## src/hdl/rbe_pkg.sv

```systemverilog
// Shared types and constants of the byte-wise rANS encoder.
`default_nettype none
package rbe_pkg;

  localparam int OP_W           = 2;
  localparam int SYM_W          = 8;
  localparam int FREQ_W         = 15;
  localparam int BYTE_W         = 8;
  localparam int VALUE_W        = 32;
  localparam int TOTAL_W        = 23;
  localparam int FLUSH_BYTES    = 8;
  localparam int DIV_DIGIT_BITS = 2;

  localparam int SCALE_BITS_DEF       = 14;
  localparam int LOWER_BOUND_BITS_DEF = 24;
  localparam int ALPHABET_SIZE_DEF    = 256;

  typedef enum logic [OP_W-1:0] {
    OP_LOAD   = 2'd0,
    OP_ENCODE = 2'd1,
    OP_FLUSH  = 2'd2
  } op_t;

  typedef struct packed {
    logic wr;
    logic rd;
  } rbe_tbl_cmd_t;

  typedef struct packed {
    logic               start;
    logic [VALUE_W-1:0] dividend;
    logic [FREQ_W-1:0]  divisor;
  } rbe_div_req_t;

  typedef struct packed {
    logic               done;
    logic [VALUE_W-1:0] quotient;
    logic [FREQ_W-1:0]  remainder;
  } rbe_div_rsp_t;

  typedef struct packed {
    logic              valid;
    logic [BYTE_W-1:0] data;
    logic              last;
  } rbe_push_t;

endpackage
`default_nettype wire

```

## src/hdl/rbe_coder.sv

```systemverilog
// Coder sequencer: value register, byte-serial renormalization and flush.
`default_nettype none
module rbe_coder import rbe_pkg::*; #(
  parameter int SCALE_BITS       = SCALE_BITS_DEF,
  parameter int LOWER_BOUND_BITS = LOWER_BOUND_BITS_DEF,
  parameter int ALPHABET_SIZE    = ALPHABET_SIZE_DEF
) (
  input  wire logic                  clk,
  input  wire logic                  rst,
  input  wire logic                  in_accept,
  input  wire logic [OP_W-1:0]       in_op,
  input  wire logic [SYM_W-1:0]      in_symbol,
  output logic                       ready,
  output rbe_tbl_cmd_t               tbl,
  input  wire logic [FREQ_W-1:0]     rd_freq,
  input  wire logic [SCALE_BITS-1:0] rd_cum,
  output rbe_div_req_t               div_req,
  input  wire rbe_div_rsp_t          div_rsp,
  input  wire logic                  push_free,
  output rbe_push_t                  push
);

  localparam int RENORM_SHIFT = LOWER_BOUND_BITS - SCALE_BITS + BYTE_W;
  localparam logic [VALUE_W-1:0] VALUE_INIT = VALUE_W'(1) << LOWER_BOUND_BITS;
  localparam int FCNT_W = $clog2(FLUSH_BYTES);

  typedef enum logic [3:0] {
    ST_IDLE   = 4'b0001,
    ST_RENORM = 4'b0010,
    ST_DIV    = 4'b0100,
    ST_FLUSH  = 4'b1000
  } state_t;

  state_t             state, state_next;
  logic [VALUE_W-1:0] value, value_next;
  logic [FCNT_W-1:0]  fcnt, fcnt_next;
  logic               sym_ok;
  logic [FREQ_W-1:0]  fs;
  logic [VALUE_W-1:0] fs_wide;
  logic               renorm_go;
  logic               renorm_more;

  assign sym_ok = 32'(in_symbol) < ALPHABET_SIZE;
  assign ready  = (state == ST_IDLE);

  assign tbl.wr = in_accept && (in_op == OP_LOAD) && sym_ok;
  assign tbl.rd = in_accept && (in_op == OP_ENCODE) && sym_ok;

  // Treat a zero entry as one.
  assign fs          = (rd_freq == '0) ? FREQ_W'(1) : rd_freq;
  assign fs_wide     = VALUE_W'(fs);
  // value >= fs << shift, and the same one byte further down.
  assign renorm_go   = (value >> RENORM_SHIFT) >= fs_wide;
  assign renorm_more = (value >> (RENORM_SHIFT + BYTE_W)) >= fs_wide;

  always_comb begin
    state_next       = state;
    value_next       = value;
    fcnt_next        = fcnt;
    div_req.start    = 1'b0;
    div_req.dividend = value;
    div_req.divisor  = fs;
    push.valid       = 1'b0;
    push.data        = value[BYTE_W-1:0];
    push.last        = 1'b0;
    case (state)
      ST_IDLE: begin
        if (in_accept && (in_op == OP_ENCODE) && sym_ok) begin
          state_next = ST_RENORM;
        end else if (in_accept && (in_op == OP_FLUSH)) begin
          fcnt_next  = '0;
          state_next = ST_FLUSH;
        end
      end
      ST_RENORM: begin
        if (renorm_go) begin
          if (push_free) begin
            push.valid = 1'b1;
            push.last  = !renorm_more;
            value_next = value >> BYTE_W;
          end
        end else begin
          div_req.start = 1'b1;
          state_next    = ST_DIV;
        end
      end
      ST_DIV: begin
        if (div_rsp.done) begin
          value_next = (div_rsp.quotient << SCALE_BITS) + VALUE_W'(div_rsp.remainder)
                       + VALUE_W'(rd_cum);
          state_next = ST_IDLE;
        end
      end
      ST_FLUSH: begin
        if (push_free) begin
          push.valid = 1'b1;
          push.last  = (fcnt == FCNT_W'(FLUSH_BYTES - 1));
          value_next = value >> BYTE_W;
          fcnt_next  = fcnt + FCNT_W'(1);
          if (fcnt == FCNT_W'(FLUSH_BYTES - 1)) begin
            value_next = VALUE_INIT;
            state_next = ST_IDLE;
          end
        end
      end
      default: begin
        state_next = ST_IDLE;
      end
    endcase
  end

  always_ff @(posedge clk) begin
    if (rst) begin
      state <= ST_IDLE;
      value <= VALUE_INIT;
      fcnt  <= '0;
    end else begin
      state <= state_next;
      value <= value_next;
      fcnt  <= fcnt_next;
    end
  end

endmodule
`default_nettype wire

```

## config.mk

```make
export PLATFORM = sky130hd
export DESIGN_NAME = rbe_coder
export DESIGN_NICKNAME = d
export VERILOG_FILES = /design/src/hdl/rbe_pkg.sv /design/src/hdl/rbe_coder.sv
export SDC_FILE = /design/constraint.sdc
export NUM_CORES = 1
export LEC_CHECK = 0
export BUFFER_PORTS_ARGS = -buffer_cell sky130_fd_sc_hd__buf_2
export CORE_MARGIN = 2
export CORE_UTILIZATION = 48
export DETAILED_ROUTE_END_ITERATION = 6
export GPL_TIMING_DRIVEN = 1
export PLACE_DENSITY = 0.85
export SLEW_MARGIN = 0
export SYNTH_ARGS = -nofsm -noshare
export SYNTH_HDL_FRONTEND = slang
export SYNTH_SLANG_ARGS = --single-unit
```

## constraint.sdc

```tcl
create_clock -name clk -period 4.12 [get_ports clk]
set_input_delay 0.412 -clock clk [delete_from_list [all_inputs] [get_ports clk]]
set_output_delay 0.412 -clock clk [all_outputs]
set_load 0.02 [all_outputs]
```

Word-level counts from Yosys, hierarchy flattened
Cells that the tools add are included.
{"block": "word_totals", "input_bits": 91, "regBits": 39, "wordCells": 62, "out_inout_bits": 61}
{"block": "op_classes", "n_addsub": 3, "n_mux": 27, "magnitude_cmp": 2, "eq_ne": 16, "n_reduce_logical": 11}
{"op": "32-bit two-way mux", "n": 4}
{"op": "32-bit one-hot mux with 3 select lines", "n": 1}
{"op": "32-bit by 14-bit adder with 32-bit output", "n": 1}
{"op": "32-bit by 15-bit adder with 32-bit output", "n": 1}
{"op": "25-bit two-way mux", "n": 1}
{"op": "4-bit two-way mux", "n": 6}
{"op": "4-bit one-hot mux with 4 select lines", "n": 1}
{"op": "14-bit by 15-bit greater-or-equal comparator with 1-bit output", "n": 1}
{"op": "6-bit by 15-bit greater-or-equal comparator with 1-bit output", "n": 1}
{"op": "15-bit logical NOT", "n": 1}
{"op": "15-bit two-way mux", "n": 1}
{"op": "2-bit inequality test (second input constant)", "n": 7}
{"op": "5-bit AND reduction", "n": 2}
{"op": "3-bit two-way mux", "n": 3}
{"op": "1-bit two-way mux", "n": 7}
{"op": "3-bit one-hot mux with 2 select lines", "n": 1}
{"op": "4-bit by 1-bit == test with 1-bit output (second input constant)", "n": 1}
{"op": "4-bit by 2-bit == test with 1-bit output (second input constant)", "n": 1}
{"op": "4-bit by 3-bit == test with 1-bit output (second input constant)", "n": 1}
{"op": "4-bit == test (second input constant)", "n": 1}
{"op": "1-bit one-hot mux with 2 select lines", "n": 2}
{"op": "4-bit AND reduction", "n": 1}
{"op": "3-bit by 1-bit adder with 3-bit output (second input constant)", "n": 1}
{"op": "3-bit == test (second input constant)", "n": 1}
{"op": "9 further kinds", "n": 11}

Logic depth before layout (Yosys ltp)
{"block": "depth", "ltp_word": 7, "ltp_mapped": 12}

Worst setup path after synthesis
OpenSTA, ideal clock, no wires.
{"block": "synth_timing", "path_kind": "input to output", "start": "input port rd_freq[11]", "end": "output port push[0] (netlist bit)", "path_slack_ps": 929, "t_arrival_ps": 2779, "t_required_ps": 3708, "path_buffers": 0, "stages": 11, "path_cell_list": "nor4_1 -> and4_1 -> a41o_1 -> ha_1 -> nand2b_1 -> a21o_1 -> a21o_1 -> a21o_1 -> a21o_1 -> a21o_1 -> a31oi_1"}
{"item": "start: declaration", "line_no": "rbe_coder.sv:15", "source": "input wire logic [FREQ_W-1:0] rd_freq,"}
{"item": "end: declaration", "line_no": "rbe_coder.sv:20", "source": "output rbe_push_t push"}

==> flow_summary.json <==
{
  "path_clk_slew_ns": 0.08,
  "synth_area_um2": 3490,
  "drive_gt1_share_pct": 27.8,
  "crit_path_max_incr_delay_ns": 0.34,
  "slew_headroom_pct": 39.3,
  "antenna_cells": 0,
  "setup_violations": 0,
  "grt_pass1_wl_mm": 15.1,
  "place_congestion": 0.867,
  "via_per_inst": 5.68,
  "dieArea_um2": 7960,
  "synth_compound_area_share_pct": 30.6,
  "synthTopCellsByArea": "dfxtp_1 (22%), ha_1 (13%), a21oi_1 (4.5%), xnor2_1 (4.3%), a211oi_1 (3.9%)",
  "die_h_um": 89.2,
  "place_area_um2": 4070,
  "muxShareOfSynthArea_pct": 3.45,
  "insertion_delay_ns": 0.29,
  "synth_top_family_by_area": "compound AO/OA/AOI/OAI gates",
  "vdd.ir_drop.worst_v": 0.000125,
  "finalCritPeriodShare_pct": 80.4,
  "crit_type": "in2out",
  "gr-total-overflow": 0,
  "setup.worst_path.end_class": "primary output",
  "drtPass1Iterations": 5,
  "tightestPinTransition_ns": 0.897,
  "crit_fanout": 3,
  "start_util_pct": 48.8,
  "drc": 0,
  "cts_tree": "yes",
  "area_growth_pct": 19.1,
  "numCtsBuffers": 5,
  "synth_edf_count": 0,
  "synth_top_area_share_pct": 22.4,
  "status": "completed",
  "whs_path_depth": 3,
  "post_cts_buffers": 0,
  "routed_wl_mm": 9.53,
  "ios": 152,
  "hold_class": "in2reg",
  "cts_root_buffer": "clkbuf_8",
  "cp_common_cell": "buf_2",
  "rsz0062_at_grt": "false",
  "setup_tns_ns": 0,
  "finalMaxSlewViolations": 0,
  "yosys_most_used_dff": "dfxtp_1",
  "utilization_pct": 58.2,
  "pre_cts_ws_ns": 0.768,
  "fin_area_um2": 4150,
  "postCtsHoldBufs": 0,
  "cts_buffer_depth": 2,
  "setup_slack_ns": 0.808,
  "post_cts_resize_count": 0,
  "placementRows": 31,
  "yosys_register_bits": 39,
  "final_common_cell": "buf_2",
  "place.port_buffers": 129,
  "dr.first_iter.drc_count": 213,
  "hold_ws_ns": 0.430,
  "path_cells": "buf_2 > nor4_1 > and4_1 > a41o_1 > ha_1 > nand2b_1 > a211oi_1 > o21ai_1 > a211oi_2 > nor2b_1 > o21ai_0 > a31oi_1 > buf_2",
  "track_usage_pct": 23.8,
  "final_hold_viol_count": 0,
  "chipWidth_um": 89.2,
  "antenna_found_initial": 0,
  "fin_skew_ns": 0.00531,
  "grt_pass1_vias": 3197,
  "async_reset_ff_share_pct": 0,
  "min_period_ns": 3.31,
  "leakagePower_nw": 1.95,
  "htree_levels": 2,
  "layout_common_cells": "buf_2 (129), dfxtp_1 (39), ha_1 (37), a21oi_1 (31), nor2_1 (28)",
  "synthXorXnorAreaFrac_pct": 5.28,
  "critPathArrivalTime_ns": 2.90,
  "synth_fa_ha_area_share_pct": 13.9,
  "ys_warn_count": 0,
  "syn_nets": 558,
  "wl_per_cell_um": 15.3,
  "num-nets-final": 654,
  "powerDensity_nw_per_um2": 235,
  "hpwl_mm": 7.61,
  "maxCapViolCount": 0,
  "synthDistinctLibCells": 63,
  "vias": 3548,
  "critPathRequiredTime_ns": 3.71,
  "syn-instance-count": 429,
  "final_antenna_net_count": 0,
  "avgSynthCellArea_um2": 8.13,
  "fmax_mhz": 302,
  "grt_max_degree": 44,
  "cp_slowest_cell": "a211oi_2",
  "core_area_um2": 7140,
  "yosys.area.top_type": "dfxtp_1",
  "fillers": 688,
  "yosys.area_share.simple_pct": 16.2,
  "ys_seq_area_share_pct": 22.4,
  "cp-start-kind": "primary input",
  "clkSinkCount": 39,
  "worstRegToRegCells": 10
}
worst max-delay path: cells and delay by family:
kind / cells / cell delay [ns]
buffers and inverters: 2 / 0.27
AND/OR/NAND/NOR: 4 / 0.77
AO/OA/AOI/OAI: 6 / 1.20
adder cells (fa/ha/maj): 1 / 0.24
sequential cells by signal, indices dropped and copies added, names as in the netlist:
signal	flops
fcnt	3
value	32
state	4
per-stage QoR:
| step | total power, W | cells |
|---|---|---|
| final | 0.000976 | 625 |
| after global routing | 0.00103 | 625 |
| after CTS | 0.000973 | 625 |
| after detailed placement | 0.000726 | 617 |
| after global placement | 0.000716 | 617 |
| after floorplan | 0.000630 | 429 |
final cells by class:
| class | count | area (µm²) | area share [%] |
|---|---|---|---|
| multi-input combinational | 326 | 2420 | 58.3 |
| sequential | 39 | 781 | 18.8 |
| timing repair buffer | 131 | 661 | 15.9 |
| tap | 99 | 124 | 2.98 |
| inverter | 22 | 82.6 | 1.99 |
| clock buffer | 6 | 72.6 | 1.75 |
| clock inverter | 2 | 12.5 | 0.301 |
report_power, final:
group	switching, W	total (W)	internal [W]
logic	0.000183	0.000311	0.000129
clock network	0.000135	0.000253	0.000118
registers	0.0000210	0.000411	0.000390
synthesized netlist by cell type (all sizes together), types with 4 or more instances:
library cell,number
a211oi,20
a21o,15
a21oi,31
a22oi,12
a31oi,7
and2,13
and3,5
buf,15
clkbuf,27
dfxtp,39
ha,37
inv,22
mux2i,12
nand2,17
nand3,6
nand3b,5
nor2,29
nor2b,6
nor4b,4
o211ai,5
o21a,4
o21ai,20
o22ai,8
o2bb2ai,8
xnor2,17
xor2,4
logic make-up (layout without fill, tap and decap cells):
family          after synthesis  after routing
simple gates                103            103
flops                        39             39
xor+xnor                     21             21
compound gates              152            152
buf+inv                      64            161
fa+ha+maj                    38             38
mux                          12             12
worst paths after layout:
kind	startpoint	end	slack (ns)
max	rd_freq[11]	push[0]	0.81
min	div_rsp[24]	value[23]	0.43
max reg2reg	value[18]	value[31]	1.51
min reg2reg	value[5]	value[5]	0.51
routing by layer:
metal	track usage (%)	wire (µm)	up-vias	part of all wire, %
met5	0	0	-	0
li1	-	-	1768	-
met4	8.01	204	0	2.1
met3	2.77	411	20	4.3
met2	39.7	4660	132	49
met1	32.1	4260	1628	45
Note: power is estimated with default switching activity, not from simulation.
