## config.mk

```make
export PLATFORM = sky130hd
export DESIGN_NAME = rbe_divider
export DESIGN_NICKNAME = d
export VERILOG_FILES = /design/src/hdl/rbe_pkg.sv /design/src/hdl/rbe_divider.sv
export SDC_FILE = /design/constraint.sdc
export NUM_CORES = 1
export LEC_CHECK = 0
export BUFFER_PORTS_ARGS = -buffer_cell sky130_fd_sc_hd__buf_2
export CORE_MARGIN = 4
export CORE_UTILIZATION = 55
export CTS_CLUSTER_SIZE = 8
export DETAILED_ROUTE_END_ITERATION = 8
export PLACE_DENSITY_LB_ADDON = 0.12
export REMOVE_ABC_BUFFERS = 1
export SYNTH_ARGS = -nofsm -noshare
export SYNTH_HDL_FRONTEND = slang
export SYNTH_SLANG_ARGS = --single-unit
```

## constraint.sdc

```tcl
create_clock -name clk -period 5.7 [get_ports clk]
set_input_delay 0.57 -clock clk [delete_from_list [all_inputs] [get_ports clk]]
set_output_delay 0.57 -clock clk [all_outputs]
set_load 0.02 [all_outputs]
```

## src/hdl/rbe_pkg.sv

```systemverilog
// Shared types and constants of the byte-wise rANS encoder.
`default_nettype none
package rbe_pkg;

  localparam int OP_W           = 2;
  localparam int SYM_W          = 8;
  localparam int FREQ_W         = 15;
  localparam int BYTE_W         = 8;
  localparam int VALUE_W        = 32;
  localparam int TOTAL_W        = 23;
  localparam int FLUSH_BYTES    = 8;
  localparam int DIV_DIGIT_BITS = 2;

  localparam int SCALE_BITS_DEF       = 14;
  localparam int LOWER_BOUND_BITS_DEF = 24;
  localparam int ALPHABET_SIZE_DEF    = 256;

  typedef enum logic [OP_W-1:0] {
    OP_LOAD   = 2'd0,
    OP_ENCODE = 2'd1,
    OP_FLUSH  = 2'd2
  } op_t;

  typedef struct packed {
    logic wr;
    logic rd;
  } rbe_tbl_cmd_t;

  typedef struct packed {
    logic               start;
    logic [VALUE_W-1:0] dividend;
    logic [FREQ_W-1:0]  divisor;
  } rbe_div_req_t;

  typedef struct packed {
    logic               done;
    logic [VALUE_W-1:0] quotient;
    logic [FREQ_W-1:0]  remainder;
  } rbe_div_rsp_t;

  typedef struct packed {
    logic              valid;
    logic [BYTE_W-1:0] data;
    logic              last;
  } rbe_push_t;

endpackage
`default_nettype wire

```

## src/hdl/rbe_divider.sv

```systemverilog
// Restoring divider, 32 by 15 bits, two quotient bits per cycle.
`default_nettype none
module rbe_divider import rbe_pkg::*; (
  input  wire logic         clk,
  input  wire logic         rst,
  input  wire rbe_div_req_t req,
  output rbe_div_rsp_t      rsp
);

  localparam int DIV_STEPS = VALUE_W / DIV_DIGIT_BITS;
  localparam int CNT_W     = $clog2(DIV_STEPS);

  logic [VALUE_W-1:0] quo, quo_next;
  logic [FREQ_W-1:0]  rem, rem_next;
  logic [FREQ_W-1:0]  div;
  logic [CNT_W-1:0]   cnt;
  logic               busy;
  logic               done;

  always_comb begin
    logic [FREQ_W:0] t;
    quo_next = quo;
    rem_next = rem;
    for (int i = 0; i < DIV_DIGIT_BITS; i++) begin
      t        = {rem_next, quo_next[VALUE_W-1]};
      quo_next = {quo_next[VALUE_W-2:0], 1'b0};
      if (t >= {1'b0, div}) begin
        rem_next    = FREQ_W'(t - {1'b0, div});
        quo_next[0] = 1'b1;
      end else begin
        rem_next = t[FREQ_W-1:0];
      end
    end
  end

  always_ff @(posedge clk) begin
    if (rst) begin
      busy <= 1'b0;
      done <= 1'b0;
      cnt  <= '0;
    end else begin
      done <= 1'b0;
      if (req.start) begin
        busy <= 1'b1;
        cnt  <= '0;
      end else if (busy) begin
        cnt <= cnt + CNT_W'(1);
        if (cnt == CNT_W'(DIV_STEPS - 1)) begin
          busy <= 1'b0;
          done <= 1'b1;
        end
      end
    end
  end

  always_ff @(posedge clk) begin
    if (req.start) begin
      quo <= req.dividend;
      rem <= '0;
      div <= req.divisor;
    end else if (busy) begin
      quo <= quo_next;
      rem <= rem_next;
    end
  end

  assign rsp.done      = done;
  assign rsp.quotient  = quo;
  assign rsp.remainder = rem;

endmodule
`default_nettype wire

```

==> Yosys cells after proc, flatten, opt, wreduce, memory -nomap -nowiden <==
Index checks and enable logic that the tools add are counted.
{ "totals": {"reg_bits": 68, "in_bits": 50, "output_inout_bits": 48, "word_cells": 26} }
{ "op_classes": {"addsub": 3, "order_cmp": 2, "n_eq_ne": 1, "n_mux": 10, "bitwise": 1, "reduce_logical": 3} }
{ "ops": {"columns": ["op", "count"], "rows": [
  ["$mux W32", 2],
  ["$ge A16 B15 Y1", 2],
  ["$mux W15", 2],
  ["$sub A15 B15 Y15", 2],
  ["$mux W1", 6],
  ["$add A4 B1 Y4 const B", 1],
  ["$eq A4 B4 Y1 const B", 1],
  ["$reduce_or A3 Y1", 1],
  ["$reduce_bool A2 Y1", 1],
  ["$reduce_or A2 Y1", 1],
  ["$not A1 Y1", 1]
]} }

==> Longest topological paths before layout <==
{ "logic_depth": {"word_depth": 6, "depth_mapped": 23, "mapped_depth_nobuf": 21} }

==> Worst setup path after synthesis <==
OpenSTA, ideal clock, no wires.
{ "synth_path": {"path_kind": "register to register", "from": "register quo[31]", "to": "register rem[0]", "setup_time_ns": 0.079, "t_arrival_ns": 5.137, "required_time_ns": 5.621, "path_slack_ns": 0.483, "path_stages_with_launch": 22, "path_buffers": 2, "synth_period_minus_slack_ns": 5.217, "cell_sequence": "edfxtp_1 inv_1 ha_1 inv_1 fa_1 nand3_1 a21oi_1 or4_1 o311a_2 a31oi_4 mux2_2 ha_1 clkbuf_1 a21o_1 a21oi_1 a21boi_0 a2111oi_1 or2b_2 o2111a_2 buf_6 mux2_4 a211oi_2"} }
{ "synth_via": {"elab_chain_len": 4, "elab_cells_between_ends": 5, "classes_between": "1 x add/sub; 2 x order compare; 2 x mux"} }
{ "synth_lines": {"columns": ["item", "line_no", "source"], "rows": [
  ["start, declared", "rbe_divider.sv:13", "logic [VALUE_W-1:0] quo, quo_next;"],
  ["start signal, assigned", "rbe_divider.sv:58", "quo <= req.dividend;"],
  ["start signal, assigned", "rbe_divider.sv:62", "quo <= quo_next;"],
  ["$sub A15 B15 Y15 or $ge A16 B15 Y1 (tied branches)", "rbe_divider.sv:28, rbe_divider.sv:27", null],
  ["$mux W15 (*)", "rbe_divider.sv:27", "if (t >= {1'b0, div}) begin"],
  ["$ge A16 B15 Y1 (*)", "rbe_divider.sv:27", null],
  ["$mux W15 (*)", "rbe_divider.sv:27", null],
  ["end signal, assigned", "rbe_divider.sv:63", "rem <= rem_next;"],
  ["end, declared", "rbe_divider.sv:14", "logic [FREQ_W-1:0] rem, rem_next;"]
]} }
Mark *: on every way between the ends. The rest lies on a longest branch, timed or not.
A chain may end at the register's enable or synchronous reset.

==> Worst setup path after layout <==
{ "layout_path": {"from": "register quo[31]", "to": "register rem[13]"} }
{ "layout_via": {"elab_chain_len": 4, "elab_cells_between_ends": 6, "classes_between": "2 x add/sub; 2 x order compare; 2 x mux"} }
{ "layout_lines": {"columns": ["item", "line_no"], "rows": [
  ["$sub A15 B15 Y15 or $ge A16 B15 Y1 (tied branches)", "rbe_divider.sv:28, rbe_divider.sv:27"],
  ["$mux W15 (*)", "rbe_divider.sv:27"],
  ["$sub A15 B15 Y15 or $ge A16 B15 Y1 (tied branches)", "rbe_divider.sv:28, rbe_divider.sv:27"],
  ["$mux W15 (*)", "rbe_divider.sv:27"]
]} }
Marks and branches as above.

==> impl_results.html <==
<table>
<tr><th>Metric</th><th>Value</th></tr>
<tr><th colspan="2">Outcome</th></tr>
<tr><td>Outcome</td><td>completed</td></tr>
<tr><th colspan="2">Yosys</th></tr>
<tr><td>Async set-or-reset flop fraction in the synthesized netlist</td><td>0%</td></tr>
<tr><td>Combined area of all synthesized cells</td><td>0.00447 sq mm</td></tr>
<tr><td>Share of the yosys chip area belonging to registers</td><td>about two fifths</td></tr>
<tr><td>Gate Count Post-Synth</td><td>slightly above 400</td></tr>
<tr><td>Post-synthesis sequential element count</td><td>between 60 and 70</td></tr>
<tr><td>Count of flip-flops with a built-in enable after synthesis</td><td>between 40 and 50</td></tr>
<tr><td>Number of unique standard cell types used by synthesis</td><td>64</td></tr>
<tr><td>Syn. warnings</td><td>0</td></tr>
<tr><td>Top flip-flop cell by instance count after synthesis</td><td>sky130_fd_sc_hd__edfxtp_1</td></tr>
<tr><td>Synth Area per Inst</td><td>10.8 sq um</td></tr>
<tr><th colspan="2">Cells and area</th></tr>
<tr><td>Post-layout net count</td><td>approximately 600</td></tr>
<tr><td>Final standard cell area without fillers</td><td>about 0.0052 sq mm</td></tr>
<tr><td>Commonest non-fill, non-tap cell in the layout</td><td>sky130_fd_sc_hd__buf_2</td></tr>
<tr><td>Ant. Diodes</td><td>0</td></tr>
<tr><td>Commonest cells after routing, fill and taps aside</td><td>sky130_fd_sc_hd__buf_2 (97), sky130_fd_sc_hd__edfxtp_1 (47), sky130_fd_sc_hd__mux2_2 (41)</td></tr>
<tr><td>Share of cells above drive strength 1</td><td>about a third</td></tr>
<tr><td>Layout overhead on the synthesized area</td><td>16.9%</td></tr>
<tr><th colspan="2">STA</th></tr>
<tr><td>Worst relative slew slack</td><td>approximately 45%</td></tr>
<tr><td>Final Hold Viols</td><td>0</td></tr>
<tr><td>Peak Freq</td><td>0.189 GHz</td></tr>
<tr><td>Worst-margin pin slew</td><td>slightly above 800 ps</td></tr>
<tr><td>Setup clock skew after layout</td><td>roughly 15 ps</td></tr>
<tr><td>Final max-slew violation count</td><td>0</td></tr>
<tr><td>Post-route setup TNS</td><td>0 ps</td></tr>
<tr><td>Final setup fails</td><td>0</td></tr>
<tr><td>Period utilization</td><td>approximately 93%</td></tr>
<tr><td>RSZ-0062 raised after global routing</td><td>no</td></tr>
<tr><td>Clock period minus worst slack</td><td>about 5300 ps</td></tr>
<tr><th colspan="2">Floorplanning</th></tr>
<tr><td>Horizontal extent of the die</td><td>around 98 um</td></tr>
<tr><td>Starting density of the core</td><td>a little under three fifths</td></tr>
<tr><td>Number of rows created at floorplan</td><td>32</td></tr>
<tr><td>Std-Cell Core Area</td><td>between 0.007 and 0.008 sq mm</td></tr>
<tr><td>Die Footprint</td><td>roughly 0.0096 sq mm</td></tr>
<tr><td>Number of top-level design ports</td><td>98</td></tr>
<tr><td>Die Ht</td><td>between 90 and 100 um</td></tr>
<tr><th colspan="2">Critical path</th></tr>
<tr><td>Cell with the largest stage delay on the worst path</td><td>sky130_fd_sc_hd__or4_1</td></tr>
<tr><td>Kind of cell adding the most delay to the critical path</td><td>compound AO/OA/AOI/OAI gates</td></tr>
<tr><td>Stage delay of the slowest cell on the critical path</td><td>around 510 ps</td></tr>
<tr><td>Crit path DAT</td><td>between 5000 and 6000 ps</td></tr>
<tr><td>Ordered cell list for the critical path</td><td>inv_1 &gt; ha_1 &gt; inv_1 &gt; fa_1 &gt; nand3_1 &gt; a21oi_1 &gt; or4_1 &gt; o311a_2 &gt; a31oi_4 &gt; buf_4 &gt; mux2_2 &gt; ha_1 &gt; and3_1 &gt; nand3_1 &gt; a21oi_1 &gt; a2111oi_2 &gt; or2b_2 &gt; o2111a_2 &gt; buf_4 &gt; mux2i_1 &gt; a211oi_1</td></tr>
<tr><td>Nature of the critical path endpoint</td><td>flip-flop</td></tr>
<tr><td>Worst Setup Path Type</td><td>flip-flop to flip-flop</td></tr>
<tr><td>Worst Setup Start Kind</td><td>flip-flop</td></tr>
<tr><td>Count of buffering cells on the critical path with inverters included</td><td>4</td></tr>
<tr><td>Maximum net fanout on the critical path</td><td>10</td></tr>
<tr><td>Required @ worst endpoint</td><td>around 5900 ps</td></tr>
<tr><th colspan="2">GRT</th></tr>
<tr><td>Global-route met3 utilization</td><td>under 10%</td></tr>
<tr><td>Number of global-route vias before repair</td><td>approximately 3,600</td></tr>
<tr><td>Remaining Overflow, GRT</td><td>0</td></tr>
<tr><td>Grt met2 use</td><td>roughly 37%</td></tr>
<tr><td>Peak-usage layer in the global routing report</td><td>met2</td></tr>
<tr><td>Global routing met1 resource utilization</td><td>30.3%</td></tr>
<tr><td>Antenna violations before repair</td><td>0</td></tr>
<tr><td>Largest net degree at the start of global routing</td><td>36</td></tr>
<tr><td>Global-route wire length before repair</td><td>between 15,000 and 20,000 um</td></tr>
<tr><td>Overall global routing resource usage</td><td>22.5%</td></tr>
<tr><th colspan="2">Drt</th></tr>
<tr><td>Drt wl/cell</td><td>roughly 17 um</td></tr>
<tr><td>Starting DRT DRC Count</td><td>approximately 200</td></tr>
<tr><td>Drc violations</td><td>0</td></tr>
<tr><td>Vias</td><td>between 3,000 and 4,000</td></tr>
<tr><td>TritonRoute pass-1 iters</td><td>5</td></tr>
<tr><td>Routed wire length</td><td>~11,000 um</td></tr>
<tr><td>Via density per instance</td><td>about 5.8</td></tr>
<tr><td>Antenna viol nets, final</td><td>0</td></tr>
<tr><th colspan="2">Power</th></tr>
<tr><td>Static power due to leakage</td><td>between 2 and 2.5 nW</td></tr>
<tr><td>Total power density per cell area</td><td>between 400 and 500 mW/mm^2</td></tr>
<tr><td>Maximum vdd ir drop</td><td>about 0.24 mV</td></tr>
<tr><th colspan="2">Clocking</th></tr>
<tr><td>Maximum level of the CTS H-tree</td><td>3</td></tr>
<tr><td>Hold buffers post-CTS</td><td>0</td></tr>
<tr><td>Total clock buffers created by CTS</td><td>9</td></tr>
<tr><td>Clock-pin transition on the worst setup and hold timing paths</td><td>about 80 ps</td></tr>
<tr><td>Number of sinks driven by the clock tree</td><td>68</td></tr>
<tr><td>Clock root buffer master</td><td>sky130_fd_sc_hd__clkbuf_8</td></tr>
<tr><td>Clock network latency to the later pin of the worst-skew pair</td><td>between 300 and 400 ps</td></tr>
<tr><td>Largest buffer count on any clock path</td><td>2</td></tr>
<tr><td>Clock tree from TritonCTS</td><td>built</td></tr>
<tr><th colspan="2">Placed design</th></tr>
<tr><td>Placed inst area</td><td>0.00502 sq mm</td></tr>
<tr><td>Total half-perimeter wirelength after legalization and detailed placement</td><td>between 7000 and 8000 um</td></tr>
<tr><td>Count of input and output buffers</td><td>slightly below 100</td></tr>
<tr><td>Final RePlAce weighted congestion</td><td>a little under 0.9</td></tr>
<tr><th colspan="2">Worst hold path</th></tr>
<tr><td>Hold Crit Class</td><td>primary input to flip-flop</td></tr>
<tr><th colspan="2">Job</th></tr>
<tr><td>Max Cap Violations</td><td>0</td></tr>
</table>
-- worst paths after layout --
check | from | endpoint | slack (ps) | depth (start not counted)
hold / removal | rst | busy | 390 | 2
setup / recovery | quo[31] | rem[13] | 410 | 21
hold reg to reg | cnt[3] | done | 520 | 2
setup reg to reg | quo[31] | rem[13] | 410 | 21
-- cell usage after synthesis (all sizes together), types with 3 or more instances --
library cell / instances / area, sq um
nand3: 9 / 45.0
a31oi: 6 / 52.6
nor2: 33 / 124
a21boi: 4 / 30.0
dfxtp: 21 / 420
a21o: 7 / 52.6
nand4: 5 / 31.3
o21a: 4 / 30.0
and3: 3 / 18.8
mux2i: 14 / 140
nor3: 7 / 35.0
nor2b: 4 / 25.0
nand2b: 4 / 25.0
inv: 30 / 113
o21ai: 12 / 67.6
or2: 5 / 31.3
o31ai: 5 / 37.5
a211oi: 13 / 103
a311oi: 4 / 35.0
edfxtp: 47 / 1410
nand2: 17 / 63.8
a21oi: 24 / 143
mux2: 42 / 477
ha: 31 / 388
xnor2: 14 / 123
a31o: 3 / 26.3
xor2: 7 / 61.3
buf: 10 / 86.3
-- routing by layer --
metal,up-vias,wire length [um],share of wire (%)
li1,1748,-,-
met4,0,206,2.0
met2,137,5180,49
met1,1692,4490,43
met5,-,0,0
met3,22,638,6.1
-- worst reg2reg max path, cell delays in order, from the launching register on --
cell and delay (ps):
sky130_fd_sc_hd__edfxtp_1 410, sky130_fd_sc_hd__inv_1 80, sky130_fd_sc_hd__ha_1 160, sky130_fd_sc_hd__inv_1 60
sky130_fd_sc_hd__fa_1 390, sky130_fd_sc_hd__nand3_1 140, sky130_fd_sc_hd__a21oi_1 90, sky130_fd_sc_hd__or4_1 510
sky130_fd_sc_hd__o311a_2 170, sky130_fd_sc_hd__a31oi_4 350, sky130_fd_sc_hd__buf_4 260, sky130_fd_sc_hd__mux2_2 360
sky130_fd_sc_hd__ha_1 330, sky130_fd_sc_hd__and3_1 220, sky130_fd_sc_hd__nand3_1 110, sky130_fd_sc_hd__a21oi_1 70
sky130_fd_sc_hd__a2111oi_2 430, sky130_fd_sc_hd__or2b_2 180, sky130_fd_sc_hd__o2111a_2 260, sky130_fd_sc_hd__buf_4 250
sky130_fd_sc_hd__mux2i_1 230, sky130_fd_sc_hd__a211oi_1 90
-- final cells by class --
type,count,area (sq um)
inverters,30,113
flip-flops and latches,68,1830
repair buffers,104,538
clock inverters,7,75.1
multi-input cells,303,2420
well taps,102,128
fillers,623,2580
clock buffers,9,124
-- cells by family (layout without fill, tap and decap cells) --
group,Yosys count,count (layout),share of synthesized area [%]
muxes,56,56,13.8
adders and majority gates,33,33,9.57
and+or+nand+nor,98,98,10.8
AOI/OAI and AO/OA,95,95,15.7
buffers and inverters,44,150,5.07
xor gates and xnor gates,21,21,4.11
DFF,68,68,41.0
-- stage by stage --
stage               worst slack [ps]  total power, mW  util [%]  std cells  hold slack (ps)
finish                           411             2.49      66.9        623              388
global placement                 495             2.04      64.3        607              489
floorplan                        287             1.71         -        401              462
detailed placement               273             2.06      64.3        607              500
global route                    35.9             2.67      66.9        623              381
CTS                              271             2.48      66.9        623              380
-- sequential cells by signal (all words and copies together), names as in the netlist --
register,cells
done,1
cnt,4
div,15
rem,15
busy,1
quo,32
-- timing repair --
item / in CTS / in global routing
buffers inserted: 0 / 0
gates resized for setup: 0 / 1
endpoints found under the setup margin: 0 / 12
-- where the power goes --
group | leakage (nW) | internal [mW] | switching, mW
Combinational | 1.62 | 0.636 | 0.792
Sequential | 0.642 | 0.605 | 0.0516
Clock | 0.0923 | 0.204 | 0.206
Total | 2.35 | 1.45 | 1.05
Power figures use the tool's default switching activity.
