$ cat config.mk
export PLATFORM = sky130hd
export DESIGN_NAME = rbe_out_stage_flat
export DESIGN_NICKNAME = d
export VERILOG_FILES = /design/src/hdl/rbe_pkg.sv /design/src/hdl/rbe_if.sv /design/src/hdl/rbe_out_stage.sv /design/src/flat_wrapper.sv
export SDC_FILE = /design/constraint.sdc
export NUM_CORES = 1
export LEC_CHECK = 0
export BUFFER_PORTS_ARGS = -buffer_cell sky130_fd_sc_hd__buf_2
export CORE_AREA = 2 2 39 41
export DETAILED_ROUTE_END_ITERATION = 10
export DIE_AREA = 0 0 41 43
export PLACE_DENSITY_LB_ADDON = 0.25
export SYNTH_ARGS = -nofsm -noshare
export SYNTH_HDL_FRONTEND = slang
export SYNTH_SLANG_ARGS = --single-unit
export TNS_END_PERCENT = 100
$ cat constraint.sdc
create_clock -name clk -period 3.4 [get_ports clk]
set_clock_uncertainty 0.2 [all_clocks]
set_input_delay 0.51 -clock clk [delete_from_list [all_inputs] [get_ports clk]]
set_output_delay 0.51 -clock clk [all_outputs]
set_load 0.005 [all_outputs]
$ cat src/hdl/rbe_pkg.sv
// Shared types and constants of the byte-wise rANS encoder.
`default_nettype none
package rbe_pkg;

  localparam int OP_W           = 2;
  localparam int SYM_W          = 8;
  localparam int FREQ_W         = 15;
  localparam int BYTE_W         = 8;
  localparam int VALUE_W        = 32;
  localparam int TOTAL_W        = 23;
  localparam int FLUSH_BYTES    = 8;
  localparam int DIV_DIGIT_BITS = 2;

  localparam int SCALE_BITS_DEF       = 14;
  localparam int LOWER_BOUND_BITS_DEF = 24;
  localparam int ALPHABET_SIZE_DEF    = 256;

  typedef enum logic [OP_W-1:0] {
    OP_LOAD   = 2'd0,
    OP_ENCODE = 2'd1,
    OP_FLUSH  = 2'd2
  } op_t;

  typedef struct packed {
    logic wr;
    logic rd;
  } rbe_tbl_cmd_t;

  typedef struct packed {
    logic               start;
    logic [VALUE_W-1:0] dividend;
    logic [FREQ_W-1:0]  divisor;
  } rbe_div_req_t;

  typedef struct packed {
    logic               done;
    logic [VALUE_W-1:0] quotient;
    logic [FREQ_W-1:0]  remainder;
  } rbe_div_rsp_t;

  typedef struct packed {
    logic              valid;
    logic [BYTE_W-1:0] data;
    logic              last;
  } rbe_push_t;

endpackage
`default_nettype wire

$ cat src/hdl/rbe_if.sv
// Valid/ready channel interfaces for input items and emitted bytes.
`default_nettype none


interface rbe_out_if import rbe_pkg::*; ();
  logic              valid;
  logic              ready;
  logic [BYTE_W-1:0] out_byte;
  logic              last_byte;

  modport source (output valid, output out_byte, output last_byte, input ready);
  modport sink (input valid, input out_byte, input last_byte, output ready);
endinterface
`default_nettype wire

$ cat src/hdl/rbe_out_stage.sv
// Output register between the coder and the byte channel.
`default_nettype none
module rbe_out_stage import rbe_pkg::*; (
  input  wire logic      clk,
  input  wire logic      rst,
  input  wire rbe_push_t push,
  output logic           free,
  rbe_out_if.source      out
);

  logic              valid;
  logic [BYTE_W-1:0] data;
  logic              last;

  assign free = !valid || out.ready;

  always_ff @(posedge clk) begin
    if (rst) begin
      valid <= 1'b0;
    end else if (free) begin
      valid <= push.valid;
    end
  end

  always_ff @(posedge clk) begin
    if (free && push.valid) begin
      data <= push.data;
      last <= push.last;
    end
  end

  assign out.valid     = valid;
  assign out.out_byte  = data;
  assign out.last_byte = last;

endmodule
`default_nettype wire

$ cat src/flat_wrapper.sv
// flat-port wrapper written by rule: the top's interface ports become plain ports
module rbe_out_stage_flat import rbe_pkg::*;
  (clk, rst, push, free, out_valid, out_out_byte, out_last_byte, out_ready);
  rbe_out_if out_i ();
  input  wire logic clk;
  input  wire logic rst;
  input  wire rbe_push_t push;
  output logic free;
  output wire logic [$bits(out_i.valid)-1:0] out_valid;
  output wire logic [$bits(out_i.out_byte)-1:0] out_out_byte;
  output wire logic [$bits(out_i.last_byte)-1:0] out_last_byte;
  input wire logic [$bits(out_i.ready)-1:0] out_ready;
  assign out_valid = out_i.valid;
  assign out_out_byte = out_i.out_byte;
  assign out_last_byte = out_i.last_byte;
  assign out_i.ready = out_ready;
  rbe_out_stage u_core (.clk(clk), .rst(rst), .push(push), .free(free), .out(out_i));
endmodule
* Yosys cells after proc, flatten, opt, wreduce, memory -nomap -nowiden
Index checks and enable logic that the tools add are counted.
** Operators by class
- Mux-type cells :: 0
- Multipliers :: 0
- Shift operators :: 0
- Magnitude comparators :: 0
- Eq/ne operators :: 0
- Reductions and logical operators :: 3
- Divide/modulo/power cells :: 0
- Bitwise operators :: 0
- $add $sub $neg :: 0
** Operators by type and width (count)
- logical AND 1 bit :: 1
- logical NOT 1 bit :: 1
- logical OR 1 bit :: 1
** Storage, ports and cells
- Latch bits :: 0
- Bits in read-only memories :: 0
- Memories :: 0
- Bits in writable memories :: 0
- Register bits :: 10

* Depth between registers and ports, before layout
Gate-level depths: netlist of the first run.
- Word-level depth :: 3
- Gate-level depth with buffers :: 2
- Gate-level depth less buffers :: 2

* Worst setup path before layout of the first run
No wires, ideal clock.
- Path type :: input -> output
- Start point :: input port out_ready
- End point :: output port free
- Cell stages on the path :: 1
- Path slack :: 2.049 ns
- Arrival :: 0.641 ns
- Data required time :: 2.690 ns
- Cell sequence :: nand2b_4
** Between the ends
- Longest elaborated chain between the ends :: 1
** Ends and longest elaborated chain
- from (decl) :: RTL line flat_wrapper.sv:12 : input wire logic [$bits(out_i.ready)-1:0] out_ready;
- logical OR 1 bit :: RTL line rbe_out_stage.sv:15 : assign free = !valid || out.ready;
- to (decl) :: RTL line flat_wrapper.sv:8 : output logic free;
Every way passes these cells.

* Worst setup path in the final report of the first run
Ends and elaborated chain as after synthesis.

==> metrics.txt, run 1 <==
status finished clean; synthesized net count 27; Crit path top cell by count buf_2; synth unique cells 6; leak pwr ~0.23 nW; number of synthesized register bits 10; # IOs 24; setup_tns 0 ns; fin. max-slew vios 0; hold_buf cts 0; Worst path max stage delay approximately 0.14 ns; critical path class in2out; residual DRC count 0; vias in the first global route roughly 210; Chip Width slightly above 40 um; Primary FF master, synth edfxtp_1; Core ar. between 1000 and 1500 um2; Avg WL per Cell roughly 9.5 um; Buffers & Inverters on Critical Path 2; GRT Resource Usage Total under 10%; crit-path cells buf_2 > nand2b_4 > buf_2; Vias between 200 and 250; grt ovf 0; CP endpoint kind output pin; Num CTS Buffers 3; vias per cell between 3 and 4; nets@finish between 50 and 60; cell taking the most area after synthesis edfxtp_1; Initial Util 23.5%; Post-CTS Setup Inserts 0; Seq/Total Area, Yosys around nine tenths; Worst-path clk slew 0.07 ns; clk sinks 10; area grow syn2layout 52.7%; Power Dens Cells about 540 nW/um2; Synth Instances 14; most frequent cell after synthesis edfxtp_1; H-tree levels 1; Final setup violation count 0; row count 14; syn avg cell area 23.2 um2; CP arrival ~0.86 ns; global-route wire length before repair roughly 800 um; relative max-transition margin between 90% and 100%; clk_lat worst skew 0.25 ns; Post-DRT Antenna Nets 0; Final Cycle Share around 46%; die footprint roughly 1800 um2; Die Y-Extent ~43 um; yosys warns 0; cell at the slowest stage of the critical path nand2b_4; CP Launch Type input port; CTS tree done; WHS 0.205 ns; Critical Path RT about 2.7 ns; min-delay worst type in2reg; initial antenna violation count 0; n_diodes 0; Iter 0 DRT Violations 8; number of synthesized flops with an enable pin 9; Gates resized, CTS repair 0; unrepaired setup endpoints after global routing no; CP delay by family, top buffers and inverters; final hold violation count 0; synthesized area around 330 um2; Tmin final about 1.6 ns; final wirelength ~540 um; clk root buf clkbuf_4; largest net degree at the start of global routing 10; CP Max Fanout 3; DR pass1 iterations 3; ratio of cells with drive above 1 in the final layout 73.2%; post-synthesis async set-or-reset flop share 0%; fmax 0.635 GHz; max cap viols 0; IO buf count 23; synth top area cells edfxtp_1 83%, dfxtp_1 6.2%, nand2b_4 4.2%; VDD IR max 0.237 mV; GP Congestion about 0.56; Yosys top cell area share a little over 80%; worst slew pin tran about 0.13 ns; CTS max path bufs 2
[cell type report]
cell class | count | area (um2)
repair buffers | 23 | 115
well taps | 16 | 20.0
clock buffers | 4 | 36.3
multi-input cells | 3 | 31.3
fillers | 134 | 887
inverters | 1 | 3.75
flip-flops and latches | 10 | 290
[where the power goes]
part	internal [W]	switching, W
Sequential	0.000142	0.00000196
Clock	0.0000649	0.0000380
Combinational	0.0000118	0.00000846
[per-stage QoR]
stage               utilization [%]  cell area (um2)  total power (W)  worst slack (ns)  cells
floorplan                         -              325         0.000154              2.05     14
global placement               33.3              460         0.000167              1.83     53
detailed placement             33.3              460         0.000168              1.82     53
CTS                            35.9              497         0.000273              1.82     57
global route                   35.9              497         0.000282              1.80     57
finish                         35.9              497         0.000267              1.83     57
[worst register-to-register path: stages, from the launching register on]
cell and delay, ns:
dfxtp_1 0.34, nand2b_4 0.08, and2_4 0.21
[cells in the final DEF (no fill, tap or decap), drive strengths merged]
master / netlist / final
clkbuf: 0 / 4
buf: 0 / 23
dfxtp: 1 / 1
a21oi: 1 / 1
edfxtp: 9 / 9
and2: 1 / 1
inv: 1 / 1
nand2b: 1 / 1
[path summary, 6_finish.rpt]
check | startpoint | to | slack [ns] | depth (start not counted)
worst max register to register | u_core.out.valid | u_core.out.out_byte[3] | 2.28 | 2
worst min register to register | u_core.out.valid | u_core.out.valid | 0.30 | 2
worst max-delay path | out_ready | free | 1.83 | 3
worst min-delay path | rst | u_core.out.valid | 0.21 | 2
[kinds of logic (layout without fill, tap and decap cells)]
kind of cell,after synthesis,in the layout,share of synthesized area [%]
flops,10,10,89.2
buf+inv,1,28,1.15
simple gates,2,2,6.92
compound gates,1,1,2.69
[metal layers]
layer	vias to the layer above	GRT usage, %	routed length, um
li1	106	-	-
met1	92	5.78	187
met2	14	12.5	295
met3	0	4.71	62
met4	0	4.00	0
met5	-	0	0
[flip-flops by register name, summed over array words and instances (netlist names)]
name                  flops
u_core.out.out_byte       8
u_core.out.last_byte      1
u_core.out.valid          1
Power figures use the tool's default switching activity.
==> run 2, diff against run 1 <==
--- a/config.mk
+++ b/config.mk
@@ -5,6 +5,7 @@
 export SDC_FILE = /design/constraint.sdc
 export NUM_CORES = 1
 export LEC_CHECK = 0
+export ABC_AREA = 1
 export BUFFER_PORTS_ARGS = -buffer_cell sky130_fd_sc_hd__buf_2
 export CORE_AREA = 2 2 39 41
 export DETAILED_ROUTE_END_ITERATION = 10
==> constraint.sdc (replaced) <==
create_clock -name clk -period 1.4 [get_ports clk]
set_clock_uncertainty 0.2 [all_clocks]
set_input_delay 0.21 -clock clk [delete_from_list [all_inputs] [get_ports clk]]
set_output_delay 0.21 -clock clk [all_outputs]
set_load 0.005 [all_outputs]
==> metrics.txt, run 2 <==
Tmin final between 1 and 1.5 ns; Worst-path clk slew 0.06 ns; CTS max path bufs 2; most frequent cell after synthesis edfxtp_1; Post-DRT Antenna Nets 0; clk sinks 10; max reg flops 8; n_diodes 0; setup ws final between 0.1 and 0.15 ns; nets@finish 67; H-tree levels 1; grt ovf 0; Die Y-Extent about 43 um; fmax roughly 0.79 GHz; most frequent cells in the layout 23 x buf_2, 10 x dlygate4sd3_1, 9 x edfxtp_1, 3 x clkbuf_4, 2 x a21oi_2; Yosys top cell area share 85.0%; number of synthesized flops with an enable pin 9; area grow syn2layout 89.0%; vias per cell between 3 and 4; min-delay worst type in2reg; status finished clean; Num CTS Buffers 3; fin. max-slew vios 0; Seq/Total Area, Yosys approximately nine tenths; max cap viols 0; row count 14; synthesized net count 28; GP Congestion between 0.5 and 0.6; initial antenna violation count 0; critical path class reg2out; IO buf count 23; syn avg cell area between 20 and 25 um2; Chip Width a little over 40 um; Final Cycle Share about nine tenths; Critical Path RT between 0.9 and 1 ns; vias in the first global route 242; synth unique cells 7; largest net degree at the start of global routing 10; number of synthesized register bits 10; global-route wire length before repair ~920 um; hold_buf cts 10; Final setup violation count 0; hold path startpoint out_ready; CP arrival between 0.8 and 0.9 ns; WHS Endpoint u_core.out.valid; cell taking the most area after synthesis edfxtp_1; worst r2r src u_core.out.valid; Iter 0 DRT Violations 0; VDD IR max roughly 0.39 mV; CTS tree done; Gates resized, CTS repair 0; Reg-to-Reg End u_core.out.out_byte[5]; synthesized area ~320 um2; relative max-transition margin between 90% and 100%; CP endpoint kind output pin; worst reg2reg setup slack approximately 0.26 ns; Synth Instances 15; ratio of cells with drive above 1 in the final layout 60.4%; commonest non-fill, non-tap cell in the layout buf_2; final core utilization a little over two fifths; die footprint ~1800 um2; yosys warns 0; post-synthesis async set-or-reset flop share 0%; Post-CTS Setup Inserts 0; synth top area cells edfxtp_1 85%, dfxtp_1 6.3%, a21oi_2 2.8%; final wirelength about 640 um; WHS Path Cells 4; Avg WL per Cell 9.20 um; # IOs 24; GRT Resource Usage Total ~8.3%; CP Max Fanout 3; WHS roughly 0.015 ns; unrepaired setup endpoints after global routing no; leak pwr 0.268 nW; reg2reg path depth 2; CP Launch Type register; final hold violation count 0; DR pass1 iterations 1; clk root buf clkbuf_4; Power Dens Cells between 1000 and 1500 nW/um2; Core ar. around 1400 um2; Primary FF master, synth edfxtp_1; DP Worst Slack approximately 0.26 ns; setup_tns 0 ns; clk_lat worst skew around 0.26 ns; residual DRC count 0; worst slew pin tran 0.142 ns; Vias around 270; Initial Util between 20% and 30%
-- run 2: cell type report --
class                      count  area, um2
fill                         136        783
sequential                    10        290
timing repair buffer          34        223
clock buffer                   4       36.3
multi-input combinational      3       23.8
tap                           16       20.0
inverter                       2       7.51
-- run 2: worst max-delay path by stage --
stage | start | slack [ns] | endpoint | cells after the start
detailed placement | u_core.out.valid | 0.26 | u_core.out.out_byte[6] | 2
finish | u_core.out.valid | 0.14 | free | 2
global placement | u_core.out.valid | 0.28 | u_core.out.out_byte[0] | 2
CTS | u_core.out.valid | 0.12 | free | 2
global route | u_core.out.valid | 0.1 | free | 2
floorplan | u_core.out.valid | 0.18 | u_core.out.last_byte | 1
-- run 2: logic make-up after synthesis --
logic type | share of synthesized area [%]
AOI/OAI and AO/OA | 4.33
buffers and inverters | 2.36
DFF | 91.3
and+or+nand+nor | 1.97
-- run 2: report_power, final --
group	internal, W	switching, W	total (W)
registers	0.000346	0.00000507	0.000351
clock network	0.000158	0.0000927	0.000250
logic	0.0000463	0.0000262	0.0000725
-- run 2: per-layer routing --
metal	share of wire (%)	wire, um	up-vias	GRT usage [%]
met2	59	374	14	13.8
met4	0	0	0	6.00
met1	31	199	123	7.46
met3	9.6	61	0	3.14
met5	0	0	-	0
li1	-	-	129	-
-- run 2: through the flow --
stage | cell area (um2) | std cells | total power [W]
3_3_place_gp | 464 | 55 | 0.000407
4_1_cts | 601 | 69 | 0.000685
5_1_grt | 601 | 69 | 0.000701
6_report | 601 | 69 | 0.000673
3_5_place_dp | 464 | 55 | 0.000410
2_1_floorplan | 322 | 15 | 0.000372
-- run 2: critical path: stages, from the launching register on --
cell,delay (ns)
dfxtp_1,0.38
nand2_2,0.08
buf_2,0.13
==> run 3, diff against run 2 <==
--- a/config.mk
+++ b/config.mk
@@ -7,9 +7,11 @@
 export LEC_CHECK = 0
 export ABC_AREA = 1
 export BUFFER_PORTS_ARGS = -buffer_cell sky130_fd_sc_hd__buf_2
-export CORE_AREA = 2 2 39 41
+export CELL_PAD_IN_SITES_DETAIL_PLACEMENT = 1
+export CELL_PAD_IN_SITES_GLOBAL_PLACEMENT = 1
+export CORE_MARGIN = 2
+export CORE_UTILIZATION = 24
 export DETAILED_ROUTE_END_ITERATION = 10
-export DIE_AREA = 0 0 41 43
 export PLACE_DENSITY_LB_ADDON = 0.25
 export SYNTH_ARGS = -nofsm -noshare
 export SYNTH_HDL_FRONTEND = slang
==> metrics.txt, run 3 (synthesized netlist as in run 2, its figures left out) <==
CTS max path bufs 2; Chip Width between 40 and 50 um; Clk pwr share a little under a third; Initial Util around 25%; relative max-transition margin between 90% and 100%; Tmin final about 1.2 ns; Worst-path clk slew roughly 0.06 ns; placed insts 54; CP Max Fanout 3; clk sinks 10; Core ar. approximately 1300 um2; VDD IR max about 0.40 mV; grt ovf 0; n_diodes 0; sw power roughly 0.00012 W; ratio of cells with drive above 1 in the final layout roughly three fifths; Non-Filler Instances between 60 and 70; fmax about 0.8 GHz; fin. max-slew vios 0; CP Launch Type register; max cap viols 0; initial antenna violation count 0; critical path class reg2out; final hold violation count 0; hold_buf cts 10; min-delay worst type in2reg; global-route wire length before repair around 1.2 mm; commonest non-fill, non-tap cell in the layout buf_2; final core utilization a little under half; Die Y-Extent 40.4 um; vias in the first global route roughly 310; Final Cycle Share 89.2%; GRT Resource Usage Total 12.4%; Power Dens Cells roughly 1100 nW/um2; CTS tree done; worst slew pin tran roughly 0.14 ns; Iter 0 DRT Violations 1; leak pwr around 0.26 nW; GP Congestion about 0.6; Reg power frac between 50% and 60%; Final setup violation count 0; Sw Ratio approximately a fifth; CP arrival 0.84 ns; clk_lat worst skew approximately 0.25 ns; Gates resized, CTS repair 0; most frequent cells in the layout 23 x buf_2, 10 x dlygate4sd3_1, 9 x edfxtp_1, 3 x clkbuf_4, 2 x a21oi_2; area grow syn2layout 85.4%; Critical Path RT 0.99 ns; IO buf count 23; row count 13; clk root buf clkbuf_4; nets@finish 67; die footprint 1630 um2; Post-DRT Antenna Nets 0; CP endpoint kind output pin; Num CTS Buffers 3; unrepaired setup endpoints after global routing no; Pwr Total 0.000622 W; Avg WL per Cell around 12 um; Post-CTS Setup Inserts 0; vias per cell between 3 and 4; Comb power frac a little under an eighth; final wirelength between 700 and 800 um; # IOs 24; setup_tns 0 ns; Vias approximately 270; H-tree levels 1; status finished clean; Int Pwr about 0.0005 W; max reg flops 8; residual DRC count 0; detailed placement HPWL approximately 570 um; DR pass1 iterations 2; largest net degree at the start of global routing 10
run 3: critical path: stages, from the launching register on:
cell	delay [ns]
dfxtp_1	0.38
nand2_2	0.08
buf_2	0.13
run 3: power groups by stage:
stage | registers (W) | logic [W] | clock network (W)
after global routing | 0.000352 | 0.0000825 | 0.000230
after CTS | 0.000351 | 0.0000754 | 0.000208
final | 0.000351 | 0.0000741 | 0.000197
after global placement | 0.000356 | 0.0000506 | 0
after floorplan | 0.000360 | 0.0000113 | 0
after detailed placement | 0.000358 | 0.0000538 | 0
run 3: final cells by class:
type / instances / area (um2)
Fill cell: 148 / 679
Sequential cell: 10 / 290
Tap cell: 15 / 18.8
Clock buffer: 4 / 26.3
Timing Repair Buffer: 34 / 223
Inverter: 2 / 7.51
Multi-Input combinational cell: 3 / 23.8
run 3: per-layer routing:
layer	part of all wire [%]	track usage (%)	wire length (um)
met1	31	10.2	244
met3	7.4	3.33	58
met4	0.51	10.0	4
met5	0	0	0
met2	61	23.8	478
run 3: through the flow:
stage	hold WS (ns)	setup WS [ns]	instance area, um2
after floorplan	0.0724	0.182	322
after CTS	0.0205	0.129	589
after global placement	0.170	0.281	463
final	0.0283	0.151	589
after detailed placement	0.179	0.258	463
after global routing	0.0369	0.0823	589
run 3: worst paths after layout:
check                         from                      to  slack [ns]  cells after the start
setup / recovery  u_core.out.valid                    free        0.15                      2
hold / removal           out_ready        u_core.out.valid        0.03                      4
setup reg to reg  u_core.out.valid  u_core.out.out_byte[1]        0.26                      2
hold reg to reg   u_core.out.valid        u_core.out.valid        0.31                      2
